$ cat src/design/tcs_pkg.sv
// ----------------------------------------------------------------------------
// tcs_pkg
// Shared types and codes for the texture combiner stage.
// ----------------------------------------------------------------------------
package tcs_pkg;

  localparam int unsigned CfgIdxW = 3;
  localparam int unsigned CfgDataW = 4;

  localparam logic [CfgIdxW-1:0] CFG_COLOR_OP  = 3'd0;
  localparam logic [CfgIdxW-1:0] CFG_ALPHA_OP  = 3'd1;
  localparam logic [CfgIdxW-1:0] CFG_COLOR_MA  = 3'd2;
  localparam logic [CfgIdxW-1:0] CFG_COLOR_MB  = 3'd3;
  localparam logic [CfgIdxW-1:0] CFG_COLOR_MC  = 3'd4;
  localparam logic [CfgIdxW-1:0] CFG_ALPHA_MA  = 3'd5;
  localparam logic [CfgIdxW-1:0] CFG_ALPHA_MB  = 3'd6;
  localparam logic [CfgIdxW-1:0] CFG_ALPHA_MC  = 3'd7;

  localparam logic [3:0] OP_REPLACE   = 4'd0;
  localparam logic [3:0] OP_MODULATE  = 4'd1;
  localparam logic [3:0] OP_ADD       = 4'd2;
  localparam logic [3:0] OP_ADDSIGNED = 4'd3;
  localparam logic [3:0] OP_LERP      = 4'd4;
  localparam logic [3:0] OP_SUB       = 4'd5;
  localparam logic [3:0] OP_DOT3RGB   = 4'd6;
  localparam logic [3:0] OP_DOT3RGBA  = 4'd7;
  localparam logic [3:0] OP_MADD      = 4'd8;
  localparam logic [3:0] OP_ADDMUL    = 4'd9;

  localparam logic [2:0] CSEL_RGB = 3'd0;
  localparam logic [2:0] CSEL_AAA = 3'd1;
  localparam logic [2:0] CSEL_RRR = 3'd2;
  localparam logic [2:0] CSEL_GGG = 3'd3;
  localparam logic [2:0] CSEL_BBB = 3'd4;

  localparam logic [1:0] ASEL_A = 2'd0;
  localparam logic [1:0] ASEL_R = 2'd1;
  localparam logic [1:0] ASEL_G = 2'd2;
  localparam logic [1:0] ASEL_B = 2'd3;

  localparam int unsigned Lanes = 4;

  typedef struct packed {
    logic [31:0] source_a_rgba;
    logic [31:0] source_b_rgba;
    logic [31:0] source_c_rgba;
  } tcs_in_t;

  typedef struct packed {
    logic [23:0] result_rgb;
    logic [7:0]  result_alpha;
    logic        unsupported_op;
  } tcs_out_t;

  typedef struct packed {
    logic               use_div;
    logic [15:0]        prod;
    logic [7:0]         cadd;
    logic [7:0]         simple;
    logic signed [17:0] dot_p;
  } tcs_prep_t;

endpackage

$ cat src/design/tcs_operand_sel.sv
// ----------------------------------------------------------------------------
// tcs_operand_sel
// Picks the colour operand and the alpha operand from one RGBA source.
// ----------------------------------------------------------------------------
module tcs_operand_sel
  import tcs_pkg::*;
(
  input  logic [31:0] rgba_i,
  input  logic [3:0]  cmod_i,
  input  logic [2:0]  amod_i,
  output logic [7:0]  color_o [3],
  output logic [7:0]  alpha_o
);

  logic [7:0] r, g, b, a, av;
  logic [7:0] cv [3];
  logic       cvalid;

  assign r = rgba_i[31:24];
  assign g = rgba_i[23:16];
  assign b = rgba_i[15:8];
  assign a = rgba_i[7:0];

  always_comb begin
    cvalid = 1'b1;
    cv[0] = 8'd0;
    cv[1] = 8'd0;
    cv[2] = 8'd0;
    case (cmod_i[3:1])
      CSEL_RGB: begin
        cv[0] = r; cv[1] = g; cv[2] = b;
      end
      CSEL_AAA: begin
        cv[0] = a; cv[1] = a; cv[2] = a;
      end
      CSEL_RRR: begin
        cv[0] = r; cv[1] = r; cv[2] = r;
      end
      CSEL_GGG: begin
        cv[0] = g; cv[1] = g; cv[2] = g;
      end
      CSEL_BBB: begin
        cv[0] = b; cv[1] = b; cv[2] = b;
      end
      default: cvalid = 1'b0;
    endcase
    for (int i = 0; i < 3; i++) begin
      color_o[i] = (cvalid && cmod_i[0]) ? (8'd255 - cv[i]) : cv[i];
    end
  end

  always_comb begin
    case (amod_i[2:1])
      ASEL_A:  av = a;
      ASEL_R:  av = r;
      ASEL_G:  av = g;
      ASEL_B:  av = b;
      default: av = a;
    endcase
    alpha_o = amod_i[0] ? (8'd255 - av) : av;
  end

endmodule

$ cat src/design/tcs_lane_prep.sv
// ----------------------------------------------------------------------------
// tcs_lane_prep
// Product stage of one byte lane: numerators for the divide-by-255 ops,
// simple results for the others, and the signed dot3 product.
// ----------------------------------------------------------------------------
module tcs_lane_prep
  import tcs_pkg::*;
(
  input  logic [3:0] op_i,
  input  logic [7:0] a_i,
  input  logic [7:0] b_i,
  input  logic [7:0] c_i,
  output tcs_prep_t  prep_o
);

  logic [15:0]        ab, ac, bnc, sumc;
  logic [8:0]         sum9;
  logic [7:0]         sat, nc;
  logic signed [9:0]  ssum, xs, ys;
  logic signed [19:0] dprod;

  assign nc    = 8'd255 - c_i;
  assign ab    = {8'd0, a_i} * {8'd0, b_i};
  assign ac    = {8'd0, a_i} * {8'd0, c_i};
  assign bnc   = {8'd0, b_i} * {8'd0, nc};
  assign sum9  = {1'b0, a_i} + {1'b0, b_i};
  assign sat   = sum9[8] ? 8'd255 : sum9[7:0];
  assign sumc  = {8'd0, sat} * {8'd0, c_i};
  assign ssum  = $signed({2'b00, a_i}) + $signed({2'b00, b_i}) - 10'sd128;
  assign xs    = $signed({1'b0, a_i, 1'b0}) - 10'sd255;
  assign ys    = $signed({1'b0, b_i, 1'b0}) - 10'sd255;
  assign dprod = xs * ys + 20'sd128;

  always_comb begin
    prep_o.use_div = 1'b0;
    prep_o.prod    = ab;
    prep_o.cadd    = 8'd0;
    prep_o.simple  = 8'd0;
    prep_o.dot_p   = dprod[17:0];
    case (op_i)
      OP_REPLACE:  prep_o.simple = a_i;
      OP_MODULATE: prep_o.use_div = 1'b1;
      OP_ADD:      prep_o.simple = sat;
      OP_ADDSIGNED: begin
        if (ssum < 0) prep_o.simple = 8'd0;
        else if (ssum > 10'sd255) prep_o.simple = 8'd255;
        else prep_o.simple = ssum[7:0];
      end
      OP_LERP: begin
        prep_o.use_div = 1'b1;
        prep_o.prod    = ac + bnc;
      end
      OP_SUB: prep_o.simple = (a_i > b_i) ? (a_i - b_i) : 8'd0;
      OP_MADD: begin
        prep_o.use_div = 1'b1;
        prep_o.cadd    = c_i;
      end
      OP_ADDMUL: begin
        prep_o.use_div = 1'b1;
        prep_o.prod    = sumc;
      end
      default: prep_o.simple = 8'd0;
    endcase
  end

endmodule

$ cat src/design/tcs_lane_final.sv
// ----------------------------------------------------------------------------
// tcs_lane_final
// Final stage of one byte lane: divide by 255, offset and clamp, and the
// dot3 term divided by 256 towards zero.
// ----------------------------------------------------------------------------
module tcs_lane_final
  import tcs_pkg::*;
(
  input  tcs_prep_t         prep_i,
  output logic [7:0]        res_o,
  output logic signed [8:0] term_o
);

  logic [16:0]        qsum;
  logic [8:0]         q, total;
  logic signed [17:0] padj, tsh;

  // floor(x/255) for x below 65535
  assign qsum  = {1'b0, prep_i.prod} + 17'd1 + {9'd0, prep_i.prod[15:8]};
  assign q     = qsum[16:8];
  assign total = q + {1'b0, prep_i.cadd};

  assign padj   = (prep_i.dot_p < 0) ? (prep_i.dot_p + 18'sd255) : prep_i.dot_p;
  assign tsh    = padj >>> 8;
  assign term_o = tsh[8:0];

  always_comb begin
    if (prep_i.use_div) begin
      res_o = total[8] ? 8'd255 : total[7:0];
    end else begin
      res_o = prep_i.simple;
    end
  end

endmodule

$ cat src/design/texture_combiner_stage_unit.sv
// ----------------------------------------------------------------------------
// texture_combiner_stage_unit
// Texture combiner stage: operand select, product, divide/clamp pipeline.
// ----------------------------------------------------------------------------
// Stages: operand, product and result registers lie between input transfer
// and out_valid_o.
// Throughput: one fragment per cycle if out_stall_i is low; a stage moves
// whenever the next one is empty or moving, so bubbles close up under stall.
// Reset: valid bits and all configuration registers clear to zero.
module texture_combiner_stage_unit
  import tcs_pkg::*;
(
  input  logic                clk_i,
  input  logic                rst_ni,
  input  logic                cfg_we_i,
  input  logic [CfgIdxW-1:0]  cfg_idx_i,
  input  logic [CfgDataW-1:0] cfg_wdata_i,
  input  logic                in_valid_i,
  output logic                in_stall_o,
  input  tcs_in_t             in_data_i,
  output logic                out_valid_o,
  input  logic                out_stall_i,
  output tcs_out_t            out_data_o
);

  logic [3:0] color_op_q, alpha_op_q, cmod_a_q, cmod_b_q, cmod_c_q;
  logic [2:0] amod_a_q, amod_b_q, amod_c_q;

  always_ff @(posedge clk_i or negedge rst_ni) begin
    if (!rst_ni) begin
      color_op_q <= '0;
      alpha_op_q <= '0;
      cmod_a_q   <= '0;
      cmod_b_q   <= '0;
      cmod_c_q   <= '0;
      amod_a_q   <= '0;
      amod_b_q   <= '0;
      amod_c_q   <= '0;
    end else if (cfg_we_i) begin
      case (cfg_idx_i)
        CFG_COLOR_OP: color_op_q <= cfg_wdata_i;
        CFG_ALPHA_OP: alpha_op_q <= cfg_wdata_i;
        CFG_COLOR_MA: cmod_a_q   <= cfg_wdata_i;
        CFG_COLOR_MB: cmod_b_q   <= cfg_wdata_i;
        CFG_COLOR_MC: cmod_c_q   <= cfg_wdata_i;
        CFG_ALPHA_MA: amod_a_q   <= cfg_wdata_i[2:0];
        CFG_ALPHA_MB: amod_b_q   <= cfg_wdata_i[2:0];
        CFG_ALPHA_MC: amod_c_q   <= cfg_wdata_i[2:0];
        default: ;
      endcase
    end
  end

  // pipeline control
  logic v1_q, v2_q, v3_q;
  logic mv1, mv2, mv3;

  assign mv3        = !v3_q || !out_stall_i;
  assign mv2        = !v2_q || mv3;
  assign mv1        = !v1_q || mv2;
  assign in_stall_o = !mv1;

  always_ff @(posedge clk_i or negedge rst_ni) begin
    if (!rst_ni) begin
      v1_q <= 1'b0;
      v2_q <= 1'b0;
      v3_q <= 1'b0;
    end else begin
      if (mv1) v1_q <= in_valid_i;
      if (mv2) v2_q <= v1_q;
      if (mv3) v3_q <= v2_q;
    end
  end

  // stage 1: operand select
  logic [7:0] col_a [3], col_b [3], col_c [3];
  logic [7:0] alp_a, alp_b, alp_c;
  logic [7:0] opa_d [Lanes], opb_d [Lanes], opc_d [Lanes];
  logic [7:0] opa_q [Lanes], opb_q [Lanes], opc_q [Lanes];

  tcs_operand_sel u_sel_a (
    .rgba_i (in_data_i.source_a_rgba),
    .cmod_i (cmod_a_q),
    .amod_i (amod_a_q),
    .color_o(col_a),
    .alpha_o(alp_a)
  );

  tcs_operand_sel u_sel_b (
    .rgba_i (in_data_i.source_b_rgba),
    .cmod_i (cmod_b_q),
    .amod_i (amod_b_q),
    .color_o(col_b),
    .alpha_o(alp_b)
  );

  tcs_operand_sel u_sel_c (
    .rgba_i (in_data_i.source_c_rgba),
    .cmod_i (cmod_c_q),
    .amod_i (amod_c_q),
    .color_o(col_c),
    .alpha_o(alp_c)
  );

  always_comb begin
    for (int i = 0; i < 3; i++) begin
      opa_d[i] = col_a[i];
      opb_d[i] = col_b[i];
      opc_d[i] = col_c[i];
    end
    opa_d[3] = alp_a;
    opb_d[3] = alp_b;
    opc_d[3] = alp_c;
  end

  always_ff @(posedge clk_i) begin
    if (mv1 && in_valid_i) begin
      opa_q <= opa_d;
      opb_q <= opb_d;
      opc_q <= opc_d;
    end
  end

  // stage 2: products
  tcs_prep_t prep_d [Lanes];
  tcs_prep_t prep_q [Lanes];

  for (genvar l = 0; l < Lanes; l++) begin : g_prep
    tcs_lane_prep u_prep (
      .op_i  ((l == Lanes - 1) ? alpha_op_q : color_op_q),
      .a_i   (opa_q[l]),
      .b_i   (opb_q[l]),
      .c_i   (opc_q[l]),
      .prep_o(prep_d[l])
    );
  end

  always_ff @(posedge clk_i) begin
    if (mv2 && v1_q) begin
      prep_q <= prep_d;
    end
  end

  // stage 3: divide, dot3 sum, clamp
  logic [7:0]         lres [Lanes];
  logic signed [8:0]  term [Lanes];
  logic signed [10:0] dsum;
  logic [7:0]         dclamp;
  logic               is_dot3, alpha_ok;
  tcs_out_t           out_d, out_q;

  for (genvar l = 0; l < Lanes; l++) begin : g_final
    tcs_lane_final u_final (
      .prep_i(prep_q[l]),
      .res_o (lres[l]),
      .term_o(term[l])
    );
  end

  assign dsum = 11'(term[0]) + 11'(term[1]) + 11'(term[2]);
  assign is_dot3 = (color_op_q == OP_DOT3RGB) || (color_op_q == OP_DOT3RGBA);

  always_comb begin
    if (dsum < 0) dclamp = 8'd0;
    else if (dsum > 11'sd255) dclamp = 8'd255;
    else dclamp = dsum[7:0];
  end

  always_comb begin
    case (alpha_op_q)
      OP_REPLACE, OP_MODULATE, OP_ADD, OP_ADDSIGNED, OP_LERP, OP_SUB,
      OP_MADD, OP_ADDMUL: alpha_ok = 1'b1;
      default:            alpha_ok = 1'b0;
    endcase
  end

  always_comb begin
    out_d.result_rgb     = is_dot3 ? {dclamp, dclamp, dclamp} : {lres[0], lres[1], lres[2]};
    out_d.result_alpha   = alpha_ok ? lres[3] : 8'd0;
    out_d.unsupported_op = !alpha_ok;
  end

  always_ff @(posedge clk_i) begin
    if (mv3 && v2_q) begin
      out_q <= out_d;
    end
  end

  assign out_valid_o = v3_q;
  assign out_data_o  = out_q;

`ifndef SYNTHESIS
  a_no_stall_when_free: assert property (@(posedge clk_i) disable iff (!rst_ni)
    !out_stall_i |-> !in_stall_o)
    else $error("input stalled while output free");

  a_full_stall: assert property (@(posedge clk_i) disable iff (!rst_ni)
    v1_q && v2_q && v3_q && out_stall_i |-> in_stall_o)
    else $error("full pipeline accepted under stall");

  a_unsup_zero: assert property (@(posedge clk_i) disable iff (!rst_ni)
    out_valid_o && out_data_o.unsupported_op |-> out_data_o.result_alpha == 8'd0)
    else $error("unsupported alpha op with non-zero alpha");

  a_dot3_repl: assert property (@(posedge clk_i) disable iff (!rst_ni)
    out_valid_o && is_dot3 |->
      out_data_o.result_rgb[23:16] == out_data_o.result_rgb[15:8] &&
      out_data_o.result_rgb[15:8] == out_data_o.result_rgb[7:0])
    else $error("dot3 result not replicated");
`endif

endmodule
$ cat config.mk
export PLATFORM = sky130hd
export DESIGN_NAME = texture_combiner_stage_unit
export DESIGN_NICKNAME = d
export VERILOG_FILES = /design/src/design/tcs_pkg.sv /design/src/design/tcs_operand_sel.sv /design/src/design/tcs_lane_prep.sv /design/src/design/tcs_lane_final.sv /design/src/design/texture_combiner_stage_unit.sv
export SDC_FILE = /design/constraint.sdc
export NUM_CORES = 2
export LEC_CHECK = 0
export ABC_CLOCK_PERIOD_IN_PS = 6300
export BUFFER_PORTS_ARGS = -buffer_cell sky130_fd_sc_hd__buf_2
export CORE_ASPECT_RATIO = 1.4
export CORE_MARGIN = 4
export CORE_UTILIZATION = 35
export DETAILED_ROUTE_END_ITERATION = 7
export HOLD_SLACK_MARGIN = 0.08
export PLACE_DENSITY_LB_ADDON = 0.15
export RECOVER_POWER = 50
export SETUP_SLACK_MARGIN = 0.2
export SLEW_MARGIN = 20
export SYNTH_ARGS = -nofsm -noshare
export SYNTH_HDL_FRONTEND = slang
export SYNTH_SLANG_ARGS = --single-unit
export TNS_END_PERCENT = 5
$ cat constraint.sdc
create_clock -name clk_i -period 6.3 [get_ports clk_i]
set_input_delay 0.315 -clock clk_i [delete_from_list [all_inputs] [get_ports clk_i]]
set_output_delay 0.315 -clock clk_i [all_outputs]
set_load 0.01 [all_outputs]
# == Word level (Yosys, flattened, before mapping) ==
# Memories as Yosys holds them, arrays and structs flattened.
# Index checks and enable logic that the tools add are counted.
# word_totals
register_bits,345
rom_bits,16
out_inout_bits,35
wordCells,285
mem_count,1
# op_classes
n_addsub,62
n_mul,19
order_cmp,17
eq_ne,44
n_mux,61
n_reduce_logical,38
# memory_table
memory,words,word_bits,read_ports,rd_clocked_by_memory_dff,wr,line,text
(no name shown),16,1,1,0,0,texture_combiner_stage_unit.sv:170,case (alpha_op_q)
# ops
cell,count
$pmux 24 s5,3
$mux 8,38
$mul 8x8->16,16
$pmux 8 s4,7
$pmux 16 s2,4
$sub 8x8->8 const A,16
$sub 9x8->10 const B,10
$add 8x8->9,8
$add 16x1->17 const B,4
$add 17x8->17,4
$add 16x16->16,4
$add 18x9->18 const B,3
$lt 18x1->1 const B,3
$mul 10x10->18,3
$add 17x9->17 const B,3
$mux 17,3
$gt 10x9->1 const B,4
$lt 10x1->1 const B,4
$add 9x8->9,4
$gt 8x8->1,4
$sub 8x8->8,4
$eq 3x2->1 const B,8
$eq 4x3->1 const B,6
$mux 24,1
other kinds (21),77

# == Depth between registers and ports, before layout ==
# logic_depth
ltp_word,8
depth_mapped,28
depth_no_buf,27

# == Modules after synthesis ==
# A second synthesis with hierarchy kept.
# unflattened
hier_cells,7775
area_unflattened_um2,73271.5
# by_module_without_submodules
mod,instances,cells_each,area_each_um2,seq_area_each_um2
tcs_lane_prep (g_prep[1].u_prep),1,1510,13107.6,0.0
tcs_lane_prep (g_prep[3].u_prep),1,1515,13102.6,0.0
tcs_lane_prep (g_prep[2].u_prep),1,1515,13078.8,0.0
tcs_lane_prep (g_prep[0].u_prep),1,1490,12871.1,0.0
texture_combiner_stage_unit,1,585,12545.8,10800.4
tcs_operand_sel,3,224,1669.1,0.0
tcs_lane_final,4,122,889.6,0.0

# == Worst setup path after synthesis ==
# OpenSTA, ideal clock, no wires.
# synth_timing
kind,reg-to-reg
start,register opb_q[18] (netlist bit)
end,"register prep_q[150] (netlist bit), data pin"
setup_ns,0.275
arrival_ns,6.154
path_slack_ns,-0.128
path_stages_with_launch,28
path_buffers,3
cell_sequence,edfxtp_1 > inv_1 > clkbuf_1 > ha_1 > buf_4 > nor3_1 > nor2_1 > o31ai_2 > a31oi_2 > and2_0 > clkbuf_2 > nand2b_1 > fa_1 > fa_1 > inv_1 > fa_1 > inv_1 > fa_1 > inv_1 > ha_1 > nor3_1 > nor2_1 > and3_1 > a2111oi_2 > o21bai_1 > a21oi_1 > xor2_1 > o221ai_1
# synth_rtl
item,line,text
"start, declared",texture_combiner_stage_unit.sv:79,"logic [7:0] opa_q [Lanes], opb_q [Lanes], opc_q [Lanes];"
"start signal, assigned",texture_combiner_stage_unit.sv:119,opb_q <= opb_d;
"end signal, assigned",texture_combiner_stage_unit.sv:140,prep_q <= prep_d;
"end, declared",texture_combiner_stage_unit.sv:126,tcs_prep_t prep_q [Lanes];

==> flow_summary.toml <==
[global_routing]
grt.total_usage_pct = 23.0
antenna_found_initial = 45
grt_pass1_wl_mm = 341
grt_pass1_vias = 54600
grt_max_degree = 115
grt_overflow = 0

[logic_synthesis]
synth_area_um2 = 65600
synth.most_common_cell = "inv_1"
synthCells = 7078
yosys.area.top_type = "fa_1"
ys_seq_area_share_pct = 14.4
synth_top_area_share_pct = 29.2
avgSynthCellArea_um2 = 9.28
ys_types = 84
synth_seq_cells = 321
ys.flop_type = "edfxtp_1"
synthTopCellsByCount = "1,302 x inv_1, 959 x fa_1, 827 x ha_1, 539 x nand2_1, 499 x nor2_1"
ys_top_cells_by_area = "fa_1 29%, ha_1 16%, edfxtp_1 13%"
synth-edff-count = 289
yosysWarnings = 0
async_flop_share_pct = 9.97

[clocking]
clockBufferDepth = 3
cts_tree = "done"
path_clk_slew_ps = 80
numCtsBuffers = 43
root_buffer = "clkbuf_16"
cts.sinks = 321
insertion_delay_ps = 640
htree_levels = 2

[worst_setup_path]
regToRegStartpoint = "opa_q[0]$_DFFE_PP_"
start_kind = "register"
crit_arrival_ps = 6590
required_ps = 6660
crit_type = "register to register"
worstSetupEndpointType = "register"
crit_path_start = "opa_q[0]$_DFFE_PP_"
critPathSlowestCell = "fa_1"
path_max_fanout = 3
path_common_cell = "buf_4"
cpPeakStageDelay_ps = 520

[placed_design]
dpl_cell_area_um2 = 72500
io_buffers = 142
gp_congestion = 0.923
place_ws_ps = 1.21
place.detailed.hpwl_mm = 186

[timing]
period_needed_ps = 6230
rsz0062_at_grt = "true"
slew-limit-headroom_pct = -149
slew_viol_final = 429
report.final.hold_viol_count = 0
setup_viol = 0
fin_ws_ps = 74.3
fin_skew_ps = 24.3
fmax_mhz = 161
min_period_over_period_pct = 98.8
worst_pin_slew_ps = 3730

[layout]
final_net_count = 9411
post_route_cells_drive_above_1_share_pct = 12.1
final_area_um2 = 74900
areaGrowthSynthToFinish_pct = 14.1
fillCellCount = 18600

[die]
coreArea_um2 = 186000
die_w_um = 374
chipHeight_um = 520
start_util_pct = 35.3
num_rows = 187
pin_count = 143
dieArea_um2 = 195000

[detailed_routing]
ant_nets = 0
wl_per_cell_um = 22.4
drt-initial-drc-count = 3327
dr.pass1.iters = 6
drt_wl_total_mm = 225
route.detailed.drc = 0
vias = 51500
vias_per_cell = 5.14

[outcome]
outcome = "finished, violations left"
violations = "capacitance limit, slew limit"

[hold_path]
hold_path_class = "primary input to register"
hp-start = "in_data_i[59]"

[flow_run]
drv_cap = 9
## routing by layer
metal / global-route usage (%) / vias up / part of all wire (%)
li1: - / 23700 / -
met1: 29.5 / 26100 / 42
met2: 39.9 / 1301 / 49
met3: 3.10 / 347 / 5.1
met4: 7.91 / 24 / 4.0
met5: 0 / - / 0.067
## stage by stage
step	util (%)	cells	setup TNS (ps)	hold slack, ps
global route	40.3	10000	-833	169
global placement	39.0	9889	-23.8	472
floorplan	-	7081	0	19.4
finish	40.3	10000	0	141
CTS	40.0	9993	0	104
detailed placement	39.0	9889	0	475
## cell usage in the layout (no fill, tap or decap), drive strengths merged, types with 52 or more instances in the layout
| master | synthesis | routed |
|---|---|---|
| buf | 13 | 587 |
| xor2 | 136 | 136 |
| o21a | 52 | 52 |
| and2 | 433 | 433 |
| a211oi | 60 | 60 |
| fa | 959 | 959 |
| inv | 1308 | 1318 |
| nand3 | 69 | 69 |
| nor3 | 84 | 84 |
| o21ai | 150 | 150 |
| xnor2 | 263 | 263 |
| clkbuf | 235 | 91 |
| nor2b | 113 | 113 |
| a21oi | 232 | 232 |
| nand2 | 539 | 539 |
| nand2b | 110 | 110 |
| edfxtp | 289 | 289 |
| nor2 | 499 | 499 |
| a22oi | 58 | 58 |
| ha | 827 | 827 |
## worst paths after layout
kind / slack (ps) / cells past startpoint / end
hold / removal: 140 / 3 / opb_q[27]$_DFFE_PP_
min in group asynchronous: 880 / 2 / out_valid_o$_DFFE_PN0P_
setup reg to reg: 70 / 28 / prep_q[46]$_DFFE_PP_
hold reg to reg: 480 / 1 / v2_q$_DFFE_PN0P_
max in group asynchronous: 4090 / 2 / amod_b_q[0]$_DFFE_PN0P_
setup / recovery: 70 / 28 / prep_q[46]$_DFFE_PP_
## cell type report
class | instances | area (µm²) | area share, %
antenna | 19 | 47.5 | 0.0635
clock buffer | 47 | 1160 | 1.55
clock inverter | 31 | 290 | 0.387
inverter | 1321 | 4960 | 6.63
multi-input combinational | 5191 | 50900 | 68.0
sequential | 321 | 9480 | 12.7
tap | 2457 | 3070 | 4.10
timing repair buffer | 639 | 4950 | 6.61
## flip-flops by register name, summed over array words and instances (netlist names)
name	count
out_valid_o	1
v1_q	1
cmod_c_q	4
prep_q	160
opa_q	32
out_data_o	33
amod_a_q	3
amod_c_q	3
cmod_b_q	4
amod_b_q	3
alpha_op_q	4
opc_q	32
color_op_q	4
v2_q	1
opb_q	32
cmod_a_q	4
## cell families after synthesis
| logic type | Yosys count | synth area share [%] |
|---|---|---|
| AO/OA/AOI/OAI | 910 | 9.44 |
| XOR/XNOR | 399 | 5.33 |
| adder cells (fa/ha/maj) | 1786 | 45.0 |
| buffers and inverters | 1569 | 9.01 |
| flip-flops | 321 | 14.4 |
| multiplexers | 84 | 1.82 |
| other | 1 | 0.00571 |
| AND/OR/NAND/NOR | 2008 | 15.0 |
## what timing repair did
item,CTS,global route
gates resized for setup,49,109
pin swaps,32,34
setup endpoints to repair,22,32
hold endpoints to repair,52,0
setup buffers,18,14
hold buffers,8,0
## worst max-delay path: cells and delay by family, from the launching register on
kind	cells	cell delay [ps]
buf+inv	8	830
simple gates	8	1220
xor+xnor	2	340
compound gates	3	460
flops	1	410
fa+ha+maj	7	2680
Power is left out: the tool's default activity adds up to more than one toggle a clock period on the data nets, which glitch-free logic cannot reach.
